### src/rtl/eligibility_trace_table_defines.svh
`ifndef ELIGIBILITY_TRACE_TABLE_DEFINES_SVH
`define ELIGIBILITY_TRACE_TABLE_DEFINES_SVH

// same-cycle check
`define ETT_ASSERT_NOW(label, ante, cons) \
    label: assert property (@(posedge clk) disable iff (!rst_n) (ante) |-> (cons)) \
        else $error("eligibility trace table check failed");

// next-cycle check
`define ETT_ASSERT_NEXT(label, ante, cons) \
    label: assert property (@(posedge clk) disable iff (!rst_n) (ante) |=> (cons)) \
        else $error("eligibility trace table check failed");

`endif

### src/rtl/ett_pkg.sv
`timescale 1ns / 1ps

package ett_pkg;

    localparam int MAX_ENTRIES = 64;
    localparam int STATE_BITS  = 16;
    localparam int ACTION_BITS = 8;
    localparam int KEY_W       = STATE_BITS + ACTION_BITS;
    localparam int IDX_W       = $clog2(MAX_ENTRIES);
    localparam int CNT_W       = IDX_W + 1;
    localparam int TRACE_W     = 16;
    localparam int ENTRY_W     = KEY_W + TRACE_W;
    localparam int GAIN_W      = 32;
    localparam int PROD_W      = GAIN_W + TRACE_W;

    localparam logic [TRACE_W-1:0] ONE_Q12   = 16'd4096;
    localparam logic [TRACE_W-1:0] TRACE_MAX = 16'hFFFF;

    localparam logic [2:0] OP_VISIT  = 3'd0;
    localparam logic [2:0] OP_DECAY  = 3'd1;
    localparam logic [2:0] OP_LOOKUP = 3'd2;
    localparam logic [2:0] OP_APPLY  = 3'd3;
    localparam logic [2:0] OP_CLEAR  = 3'd4;

    localparam logic [1:0] MODE_ACCUM   = 2'd0;
    localparam logic [1:0] MODE_REPLACE = 2'd1;
    localparam logic [1:0] MODE_DUTCH   = 2'd2;

    localparam logic [2:0] REG_TRACE_MODE = 3'd0;
    localparam logic [2:0] REG_LAMBDA     = 3'd1;
    localparam logic [2:0] REG_DISCOUNT   = 3'd2;
    localparam logic [2:0] REG_THRESHOLD  = 3'd3;
    localparam logic [2:0] REG_CAPACITY   = 3'd4;

    typedef struct packed {
        logic [2:0]         opcode;
        logic [15:0]        state_key;
        logic [7:0]         action_key;
        logic signed [15:0] err_term;
        logic [15:0]        step_size;
        logic [6:0]         max_updates;
    } command_t;

    typedef struct packed {
        logic signed [31:0] value;
        logic               found;
        logic [6:0]         entry_count;
        logic               dropped;
        logic               last;
    } result_t;

    typedef struct packed {
        logic latch;
        logic setup;
        logic mul;
        logic act;
        logic fin;
    } ctrl_cmd_t;

    typedef struct packed {
        logic empty;
        logic done;
    } ctrl_stat_t;

endpackage

### src/rtl/eligibility_trace_table.sv
`timescale 1ns / 1ps

// Table of up to 64 eligibility traces keyed by state and action. A command is
// taken when start is high and busy is low; each result word appears on result
// for one cycle with strobe high and must be taken then, since the block cannot
// be stalled. Visit, lookup, decay and apply walk the stored entries through the
// table RAM, each entry going through read, multiply and update states in turn;
// clear, unused codes and walks over an empty table go through the setup and
// finish states only. Apply emits one word per entry walked. Configuration
// writes are always ready and are meant to be made while busy is low.
module eligibility_trace_table (
    input  logic              clk,
    input  logic              rst_n,
    input  logic              start,
    input  ett_pkg::command_t command,
    output logic              busy,
    output ett_pkg::result_t  result,
    output logic              strobe,
    input  logic              cfg_valid,
    output logic              cfg_ready,
    input  logic [2:0]        cfg_index,
    input  logic [16:0]       cfg_data
);

    ett_pkg::ctrl_cmd_t  cmd;
    ett_pkg::ctrl_stat_t stat;
    logic                busy_int;

    ett_ctrl u_ctrl (
        .clk   (clk),
        .rst_n (rst_n),
        .start (start),
        .stat  (stat),
        .cmd   (cmd),
        .busy  (busy_int)
    );

    ett_datapath u_datapath (
        .clk       (clk),
        .rst_n     (rst_n),
        .command   (command),
        .cmd       (cmd),
        .stat      (stat),
        .cfg_we    (cfg_valid),
        .cfg_index (cfg_index),
        .cfg_data  (cfg_data),
        .result    (result),
        .strobe    (strobe)
    );

    assign busy      = busy_int;
    assign cfg_ready = 1'b1;

endmodule

### src/rtl/ett_ram.sv
`timescale 1ns / 1ps

module ett_ram #(
    parameter int WIDTH = 8,
    parameter int DEPTH = 16
) (
    input  logic                     clk,
    input  logic                     we,
    input  logic [$clog2(DEPTH)-1:0] waddr,
    input  logic [WIDTH-1:0]         wdata,
    input  logic [$clog2(DEPTH)-1:0] raddr,
    output logic [WIDTH-1:0]         rdata
);

    logic [WIDTH-1:0] mem [DEPTH];

    always_ff @(posedge clk)
    begin
        if (we)
        begin
            mem[waddr] <= wdata;
        end
        rdata <= mem[raddr];
    end

endmodule

### src/rtl/ett_ctrl.sv
`timescale 1ns / 1ps

module ett_ctrl (
    input  logic               clk,
    input  logic               rst_n,
    input  logic               start,
    input  ett_pkg::ctrl_stat_t stat,
    output ett_pkg::ctrl_cmd_t  cmd,
    output logic               busy
);

    typedef enum logic [5:0] {
        S_IDLE  = 6'b000001,
        S_SETUP = 6'b000010,
        S_RD    = 6'b000100,
        S_MUL   = 6'b001000,
        S_ACT   = 6'b010000,
        S_FIN   = 6'b100000
    } state_t;

    state_t state_reg;
    state_t state_next;

    always_comb
    begin
        state_next = state_reg;
        case (state_reg)
            S_IDLE:  if (start) state_next = S_SETUP;
            S_SETUP: state_next = stat.empty ? S_FIN : S_RD;
            S_RD:    state_next = S_MUL;
            S_MUL:   state_next = S_ACT;
            S_ACT:   state_next = stat.done ? S_IDLE : S_RD;
            S_FIN:   state_next = S_IDLE;
            default: state_next = S_IDLE;
        endcase
    end

    always_ff @(posedge clk or negedge rst_n)
    begin
        if (!rst_n)
        begin
            state_reg <= S_IDLE;
        end
        else
        begin
            state_reg <= state_next;
        end
    end

    assign busy      = (state_reg != S_IDLE);
    assign cmd.latch = (state_reg == S_IDLE) && start;
    assign cmd.setup = (state_reg == S_SETUP);
    assign cmd.mul   = (state_reg == S_MUL);
    assign cmd.act   = (state_reg == S_ACT);
    assign cmd.fin   = (state_reg == S_FIN);

endmodule

### src/rtl/ett_datapath.sv
`timescale 1ns / 1ps
`include "eligibility_trace_table_defines.svh"

module ett_datapath (
    input  logic                clk,
    input  logic                rst_n,
    input  ett_pkg::command_t   command,
    input  ett_pkg::ctrl_cmd_t  cmd,
    output ett_pkg::ctrl_stat_t stat,
    input  logic                cfg_we,
    input  logic [2:0]          cfg_index,
    input  logic [16:0]         cfg_data,
    output ett_pkg::result_t    result,
    output logic                strobe
);

    localparam int IW = ett_pkg::IDX_W;
    localparam int CW = ett_pkg::CNT_W;
    localparam int TW = ett_pkg::TRACE_W;
    localparam int EW = ett_pkg::ENTRY_W;
    localparam int KW = ett_pkg::KEY_W;

    // configuration
    logic [1:0]  mode_reg;
    logic [16:0] lambda_reg;
    logic [16:0] discount_reg;
    logic [15:0] thresh_reg;
    logic [6:0]  cap_reg;

    ett_pkg::command_t cmd_reg;
    logic [ett_pkg::GAIN_W-1:0] gain_reg, gain_next;
    logic [ett_pkg::PROD_W-1:0] prod_reg;
    logic [EW-1:0] entry_reg;
    logic [CW-1:0] n_reg, n_next;
    logic [CW-1:0] i_reg, i_next;
    logic [CW-1:0] w_reg, w_next;
    logic [CW-1:0] count_reg, count_next;
    ett_pkg::result_t res_reg, res_next;
    logic strobe_reg, strobe_next;

    logic          we;
    logic [IW-1:0] waddr;
    logic [EW-1:0] wdata;
    logic [EW-1:0] rdata;

    logic [KW-1:0] key_in;
    logic [KW-1:0] e_key;
    logic [TW-1:0] e_tr;
    logic          hit;
    logic          is_last;
    logic          cap_ok;
    logic          is_apply;
    logic          is_walk;
    logic          td_neg;
    logic [16:0]   td_mag;
    logic [16:0]   mul_a;
    logic [16:0]   mul_b;
    logic [33:0]   setup_prod;
    logic [CW-1:0] n_calc;
    logic [16:0]   acc_sum;
    logic [31:0]   dutch_sum;
    logic [TW-1:0] hit_trace;
    logic [TW-1:0] decay_trace;
    logic [35:0]   mag;
    logic [31:0]   mag_sat;
    logic [31:0]   upd_value;

    ett_ram #(
        .WIDTH(EW),
        .DEPTH(ett_pkg::MAX_ENTRIES)
    ) u_ram (
        .clk   (clk),
        .we    (we),
        .waddr (waddr),
        .wdata (wdata),
        .raddr (i_reg[IW-1:0]),
        .rdata (rdata)
    );

    assign key_in = {cmd_reg.state_key[ett_pkg::STATE_BITS-1:0],
                     cmd_reg.action_key[ett_pkg::ACTION_BITS-1:0]};
    assign e_key   = entry_reg[EW-1:TW];
    assign e_tr    = entry_reg[TW-1:0];
    assign hit     = (e_key == key_in);
    assign is_last = (CW'(i_reg + 1'b1) == n_reg);
    assign cap_ok  = ({1'b0, count_reg} < {1'b0, cap_reg})
                     && (count_reg < CW'(ett_pkg::MAX_ENTRIES));
    assign is_apply = (cmd_reg.opcode == ett_pkg::OP_APPLY);
    assign is_walk  = cmd_reg.opcode inside {ett_pkg::OP_VISIT, ett_pkg::OP_DECAY,
                                             ett_pkg::OP_LOOKUP, ett_pkg::OP_APPLY};

    // gain setup: lr*|td| for apply, gamma*lambda for decay
    assign td_neg     = cmd_reg.err_term[15];
    assign td_mag     = td_neg ? (17'h10000 - {1'b0, cmd_reg.err_term})
                               : {1'b0, cmd_reg.err_term};
    assign mul_a      = is_apply ? {1'b0, cmd_reg.step_size} : discount_reg;
    assign mul_b      = is_apply ? td_mag : lambda_reg;
    assign setup_prod = mul_a * mul_b;
    assign n_calc     = (is_apply && ({1'b0, cmd_reg.max_updates} < {1'b0, count_reg}))
                        ? CW'(cmd_reg.max_updates) : count_reg;

    always_comb
    begin
        if (is_apply)
        begin
            gain_next = setup_prod[31:0];
        end
        else if (cmd_reg.opcode == ett_pkg::OP_DECAY)
        begin
            gain_next = 32'(setup_prod[33:16]);
        end
        else
        begin
            gain_next = 32'(lambda_reg);
        end
    end

    // per entry arithmetic
    assign acc_sum   = {1'b0, e_tr} + 17'(ett_pkg::ONE_Q12);
    assign dutch_sum = prod_reg[47:16] + 32'(ett_pkg::ONE_Q12);

    always_comb
    begin
        case (mode_reg)
            ett_pkg::MODE_ACCUM:
                hit_trace = acc_sum[16] ? ett_pkg::TRACE_MAX : acc_sum[15:0];
            ett_pkg::MODE_REPLACE:
                hit_trace = ett_pkg::ONE_Q12;
            ett_pkg::MODE_DUTCH:
                hit_trace = (dutch_sum > 32'(ett_pkg::TRACE_MAX)) ? ett_pkg::TRACE_MAX
                                                                  : dutch_sum[15:0];
            default:
                hit_trace = e_tr;
        endcase
    end

    assign decay_trace = (prod_reg[47:32] != 16'd0) ? ett_pkg::TRACE_MAX : prod_reg[31:16];
    assign mag         = prod_reg[47:12];

    always_comb
    begin
        if (td_neg)
        begin
            mag_sat   = (mag > 36'h80000000) ? 32'h80000000 : mag[31:0];
            upd_value = 32'd0 - mag_sat;
        end
        else
        begin
            mag_sat   = (mag > 36'h7FFFFFFF) ? 32'h7FFFFFFF : mag[31:0];
            upd_value = mag_sat;
        end
    end

    always_comb
    begin
        we          = 1'b0;
        waddr       = count_reg[IW-1:0];
        wdata       = {key_in, ett_pkg::ONE_Q12};
        n_next      = n_reg;
        i_next      = i_reg;
        w_next      = w_reg;
        count_next  = count_reg;
        res_next    = res_reg;
        strobe_next = 1'b0;
        stat.empty  = (n_calc == '0) || !is_walk;
        stat.done   = 1'b0;

        if (cmd.setup)
        begin
            n_next = n_calc;
            i_next = '0;
            w_next = '0;
        end

        if (cmd.act)
        begin
            i_next = CW'(i_reg + 1'b1);
            case (cmd_reg.opcode)
                ett_pkg::OP_VISIT:
                begin
                    if (hit)
                    begin
                        we          = 1'b1;
                        waddr       = i_reg[IW-1:0];
                        wdata       = {e_key, hit_trace};
                        stat.done   = 1'b1;
                        strobe_next = 1'b1;
                        res_next    = '{value: '0, found: 1'b1, entry_count: count_reg,
                                        dropped: 1'b0, last: 1'b1};
                    end
                    else if (is_last)
                    begin
                        stat.done   = 1'b1;
                        strobe_next = 1'b1;
                        we          = cap_ok;
                        count_next  = cap_ok ? CW'(count_reg + 1'b1) : count_reg;
                        res_next    = '{value: '0, found: 1'b0, entry_count: count_next,
                                        dropped: !cap_ok, last: 1'b1};
                    end
                end
                ett_pkg::OP_LOOKUP:
                begin
                    if (hit || is_last)
                    begin
                        stat.done   = 1'b1;
                        strobe_next = 1'b1;
                        res_next    = '{value: hit ? 32'(e_tr) : 32'd0, found: hit,
                                        entry_count: count_reg, dropped: 1'b0, last: 1'b1};
                    end
                end
                ett_pkg::OP_DECAY:
                begin
                    if (decay_trace >= thresh_reg)
                    begin
                        we     = 1'b1;
                        waddr  = w_reg[IW-1:0];
                        wdata  = {e_key, decay_trace};
                        w_next = CW'(w_reg + 1'b1);
                    end
                    if (is_last)
                    begin
                        stat.done   = 1'b1;
                        strobe_next = 1'b1;
                        count_next  = w_next;
                        res_next    = '{value: '0, found: 1'b0, entry_count: w_next,
                                        dropped: 1'b0, last: 1'b1};
                    end
                end
                ett_pkg::OP_APPLY:
                begin
                    stat.done   = is_last;
                    strobe_next = 1'b1;
                    res_next    = '{value: upd_value, found: 1'b1, entry_count: count_reg,
                                    dropped: 1'b0, last: is_last};
                end
                default:
                begin
                    stat.done   = 1'b1;
                    strobe_next = 1'b1;
                    res_next    = '{value: '0, found: 1'b0, entry_count: count_reg,
                                    dropped: 1'b0, last: 1'b1};
                end
            endcase
        end

        if (cmd.fin)
        begin
            strobe_next = 1'b1;
            case (cmd_reg.opcode)
                ett_pkg::OP_VISIT:
                begin
                    we         = cap_ok;
                    count_next = cap_ok ? CW'(count_reg + 1'b1) : count_reg;
                    res_next   = '{value: '0, found: 1'b0, entry_count: count_next,
                                   dropped: !cap_ok, last: 1'b1};
                end
                ett_pkg::OP_CLEAR:
                begin
                    count_next = '0;
                    res_next   = '{value: '0, found: 1'b0, entry_count: '0,
                                   dropped: 1'b0, last: 1'b1};
                end
                default:
                begin
                    res_next   = '{value: '0, found: 1'b0, entry_count: count_reg,
                                   dropped: 1'b0, last: 1'b1};
                end
            endcase
        end
    end

    always_ff @(posedge clk or negedge rst_n)
    begin
        if (!rst_n)
        begin
            mode_reg     <= ett_pkg::MODE_REPLACE;
            lambda_reg   <= 17'd58982;
            discount_reg <= 17'd64880;
            thresh_reg   <= 16'd41;
            cap_reg      <= 7'd64;
            count_reg    <= '0;
            strobe_reg   <= 1'b0;
            n_reg        <= '0;
            i_reg        <= '0;
            w_reg        <= '0;
        end
        else
        begin
            if (cfg_we)
            begin
                case (cfg_index)
                    ett_pkg::REG_TRACE_MODE: mode_reg     <= cfg_data[1:0];
                    ett_pkg::REG_LAMBDA:     lambda_reg   <= cfg_data;
                    ett_pkg::REG_DISCOUNT:   discount_reg <= cfg_data;
                    ett_pkg::REG_THRESHOLD:  thresh_reg   <= cfg_data[15:0];
                    ett_pkg::REG_CAPACITY:   cap_reg      <= cfg_data[6:0];
                    default:                 ;
                endcase
            end
            count_reg  <= count_next;
            strobe_reg <= strobe_next;
            n_reg      <= n_next;
            i_reg      <= i_next;
            w_reg      <= w_next;
        end
    end

    always_ff @(posedge clk)
    begin
        if (cmd.latch)
        begin
            cmd_reg <= command;
        end
        if (cmd.setup)
        begin
            gain_reg <= gain_next;
        end
        if (cmd.mul)
        begin
            entry_reg <= rdata;
            prod_reg  <= gain_reg * rdata[TW-1:0];
        end
        res_reg <= res_next;
    end

    assign result = res_reg;
    assign strobe = strobe_reg;

    `ETT_ASSERT_NOW(a_count_range, 1'b1, count_reg <= CW'(ett_pkg::MAX_ENTRIES))
    `ETT_ASSERT_NOW(a_compact_order, cmd.act, w_reg <= i_reg)
    `ETT_ASSERT_NOW(a_walk_bound, cmd.act, i_reg < n_reg)
    `ETT_ASSERT_NEXT(a_single_result, cmd.fin, strobe_reg && res_reg.last)

endmodule
### config.mk
export PLATFORM = sky130hd
export DESIGN_NAME = eligibility_trace_table
export DESIGN_NICKNAME = d
export VERILOG_FILES = /design/src/rtl/ett_pkg.sv /design/src/rtl/eligibility_trace_table.sv /design/src/rtl/ett_ram.sv /design/src/rtl/ett_ctrl.sv /design/src/rtl/ett_datapath.sv
export VERILOG_INCLUDE_DIRS = /design/src /design/src/rtl
export SDC_FILE = /design/constraint.sdc
export NUM_CORES = 2
export LEC_CHECK = 0
export BUFFER_PORTS_ARGS = -buffer_cell sky130_fd_sc_hd__clkbuf_2
export CAP_MARGIN = 15
export CORE_UTILIZATION = 45
export DETAILED_ROUTE_END_ITERATION = 16
export GPL_ROUTABILITY_DRIVEN = 0
export PLACE_DENSITY_LB_ADDON = 0.2
export SLEW_MARGIN = 20
export SYNTH_ARGS = -nofsm -noshare
export SYNTH_HDL_FRONTEND = slang
export SYNTH_SLANG_ARGS = --single-unit
### constraint.sdc
create_clock -name clk -period 8.74 [get_ports clk]
set_input_delay 0 -clock clk [delete_from_list [all_inputs] [get_ports clk]]
set_output_delay 0 -clock clk [all_outputs]
set_load 0.02 [all_outputs]
==> run summary <==
Status - completed
Clk Latency, worst-skew pair - 930 ps
First-pass GRT wire length - 569000 um
Core region area - 306000 sq um
Gr ovfl total - 0
Number of global-route vias before repair - 78900
Rows - 203
Hold Fails Final Rpt - 0
Critical path peak fanout - 7
Met3 usage - 3.79%
Crit path top cell by count - fa_1
Async SR Flop Fraction - 3.23%
WP data required - 9480 ps
Mapped Area - 139000 sq um
IO buf count - 133
Number of synthesized flops with an enable pin - 2776
GR Util met1 - 34.8%
Most frequent cells in the layout - edfxtp_1 (2776), mux4_2 (834), nand2_1 (738)
Post-DR wirelength/cell - 30.6 um
Slew @ Worst Pin - 1200 ps
Clock Pin Slew Worst Setup and Hold Paths - 60 ps
Dominant synthesized flop cell - edfxtp_1
Max reg flops - 2560
Upper clock frequency limit - 0.121 GHz
Area Overhead vs Synth - 13.9%
Worst path max stage delay - 510 ps
DRT antenna net count - 0
Total CTS buffers - 310
Finished Core Util - 51.6%
Worst-case vdd ir drop - 0.00151 V
Via count - 76800
Layout cells sized above 1 - 21.7%
Minimum clock period - 8270 ps
Worst hold margin - 79.1 ps
Die width - 557 um
First-pass iteration count of the detailed router - 9
Cell area power density - 313 nW/um^2
Arr. time, crit path - 9010 ps
Slew HR - 20.1%
Die H - 557 um
Synth Register Bits - 2910
Die ar. - 310000 sq um
Worst Hold Class - in -> reg
Crit path capture type - flip-flop
Htree depth - 5
Startpoint Class - flip-flop
Clk sinks - 2910
Cells after Synth - 8103
Mapped Nets - 9095
Most Crowded Layer GR - met2
Total track usage - 25.6%
Avg Cell Area, Syn - 17.1 sq um
CTS tree - yes
1st-iter DRT viols - 8217
CTS Buffer Depth - 4
Final setup vio count - 0
Max Slew Vio Count - 0
CTS Root Cell - clkbuf_16
Pleak - 50.7 nW
Worst setup path category - reg -> reg
Final setup skew - 80.7 ps
Max Cap Viol - 0
Initial Util - 45.3%
Final Cycle Share - 94.6%
Net count reported at finish - 9575
Ports - 135
Initial antenna violation count - 14
Setup Fix Bufs, Post-CTS - 0
Synth unique cells - 88
Register area share after synthesis - 62.5%
Final setup TNS - 0 ps
Final wirelength - 396000 um
Unrepaired setup endpoints after global routing - false
Vias/cell - 5.94
Hpwl dp - 239000 um
Grt met2 use - 43.0%
Commonest non-fill, non-tap cell in the layout - edfxtp_1
DR DRC count - 0
CP max-delay cell - fa_1
YS warnings - 0
Largest net degree at the start of global routing - 133
==> through the flow <==
stage | instances | instance area [sq um] | setup slack (ps) | power, W
3_5_place_dp | 12200 | 146000 | 335 | 0.0367
3_3_place_gp | 12200 | 146000 | 471 | 0.0364
6_report | 12900 | 158000 | 470 | 0.0493
2_1_floorplan | 8103 | 139000 | 964 | 0.0309
5_1_grt | 12900 | 158000 | 58.0 | 0.0523
4_1_cts | 12900 | 158000 | 336 | 0.0496
==> cell type report <==
type / instances / area, sq um
sequential: 2910 / 86600
tap: 4100 / 5130
fill: 24800 / 148000
timing repair buffer: 565 / 4870
antenna: 4 / 10.0
inverter: 731 / 2740
multi-input combinational: 4065 / 48600
clock inverter: 152 / 1500
clock buffer: 406 / 8390
==> cells by family after synthesis <==
logic type / after synthesis / share of synthesized area, %
flip-flops: 2910 / 62.5
AND/OR/NAND/NOR: 1509 / 4.89
buffers and inverters: 1128 / 3.07
multiplexers: 943 / 14.4
adder cells (fa/ha/maj): 902 / 11.6
AO/OA/AOI/OAI: 591 / 2.79
XOR/XNOR: 119 / 0.772
other: 1 / 0.00271
==> report_power, final <==
part | internal (W) | switching, W | total (W)
Combinational | 0.00755 | 0.0123 | 0.0199
Clock | 0.00737 | 0.00550 | 0.0129
Sequential | 0.0160 | 0.000625 | 0.0166
Total | 0.0309 | 0.0185 | 0.0493
==> layer usage <==
metal	up-vias	wire, um
met3	662	28500
met2	3293	197000
met4	4	12600
met5	-	31
li1	31400	-
met1	41400	158000
==> path summary, 6_finish.rpt <==
kind	start	end	slack (ps)	depth (start not counted)
min in group asynchronous	rst_n	u_datapath.thresh_reg[3]$_DFFE_PN1P_	280	3
max	u_datapath.cmd_reg[23]$_DFFE_PP_	u_datapath.gain_reg[16]$_DFFE_PP_	470	30
max reg2reg	u_datapath.cmd_reg[23]$_DFFE_PP_	u_datapath.gain_reg[16]$_DFFE_PP_	470	30
min reg2reg	u_datapath.u_ram.rdata[26]$_DFF_P_	u_datapath.entry_reg[26]$_DFFE_PN_	400	0
min	cfg_data[3]	u_datapath.cap_reg[3]$_DFFE_PN0P_	80	4
max in group asynchronous	rst_n	u_datapath.cap_reg[3]$_DFFE_PN0P_	7780	4
==> cells in the mapped netlist, types with 13 or more instances <==
| cell | instances | area (sq um) |
|---|---|---|
| xor2_1 | 63 | 552 |
| o211ai_1 | 13 | 97.6 |
| a211oi_1 | 14 | 105 |
| mux2i_1 | 41 | 410 |
| fa_1 | 641 | 12800 |
| and3_1 | 46 | 288 |
| nor4_1 | 17 | 106 |
| inv_1 | 730 | 2740 |
| a21oi_1 | 145 | 726 |
| buf_1 | 55 | 206 |
| dfrtp_1 | 69 | 1730 |
| nand3_1 | 59 | 295 |
| and2_1 | 173 | 1080 |
| mux4_2 | 834 | 18800 |
| a22o_1 | 28 | 245 |
| edfxtp_1 | 2776 | 83400 |
| nand2b_1 | 21 | 131 |
| mux2_2 | 68 | 766 |
| clkbuf_1 | 331 | 1240 |
| o21ai_0 | 155 | 776 |
| dfxtp_1 | 40 | 801 |
| a31oi_1 | 23 | 144 |
| nand2_1 | 738 | 2770 |
| nor3_1 | 41 | 205 |
| o21a_1 | 17 | 128 |
| nor2_1 | 300 | 1130 |
| a21o_1 | 42 | 315 |
| or2_2 | 20 | 125 |
| xnor2_1 | 54 | 473 |
| ha_1 | 261 | 3270 |
| nand4_1 | 29 | 181 |
| or3_1 | 23 | 144 |
| dfstp_2 | 25 | 657 |
==> what timing repair did <==
| action | 4_1_cts | 5_1_grt |
|---|---|---|
| endpoints found under the setup margin | 0 | 2 |
| resized for setup | 0 | 2 |
| hold endpoints to repair | 237 | 0 |
| hold buffers | 173 | 0 |
==> worst max-delay path: cells and delay by family (launching register included) <==
family                   cells  cell delay (ps)
adder cells (fa/ha/maj)      8             3440
AO/OA/AOI/OAI                7             2150
AND/OR/NAND/NOR              9             1480
buffers and inverters        5              470
flip-flops                   1              440
XOR/XNOR                     1              140
No activity file was read; power rests on OpenSTA's default activity.
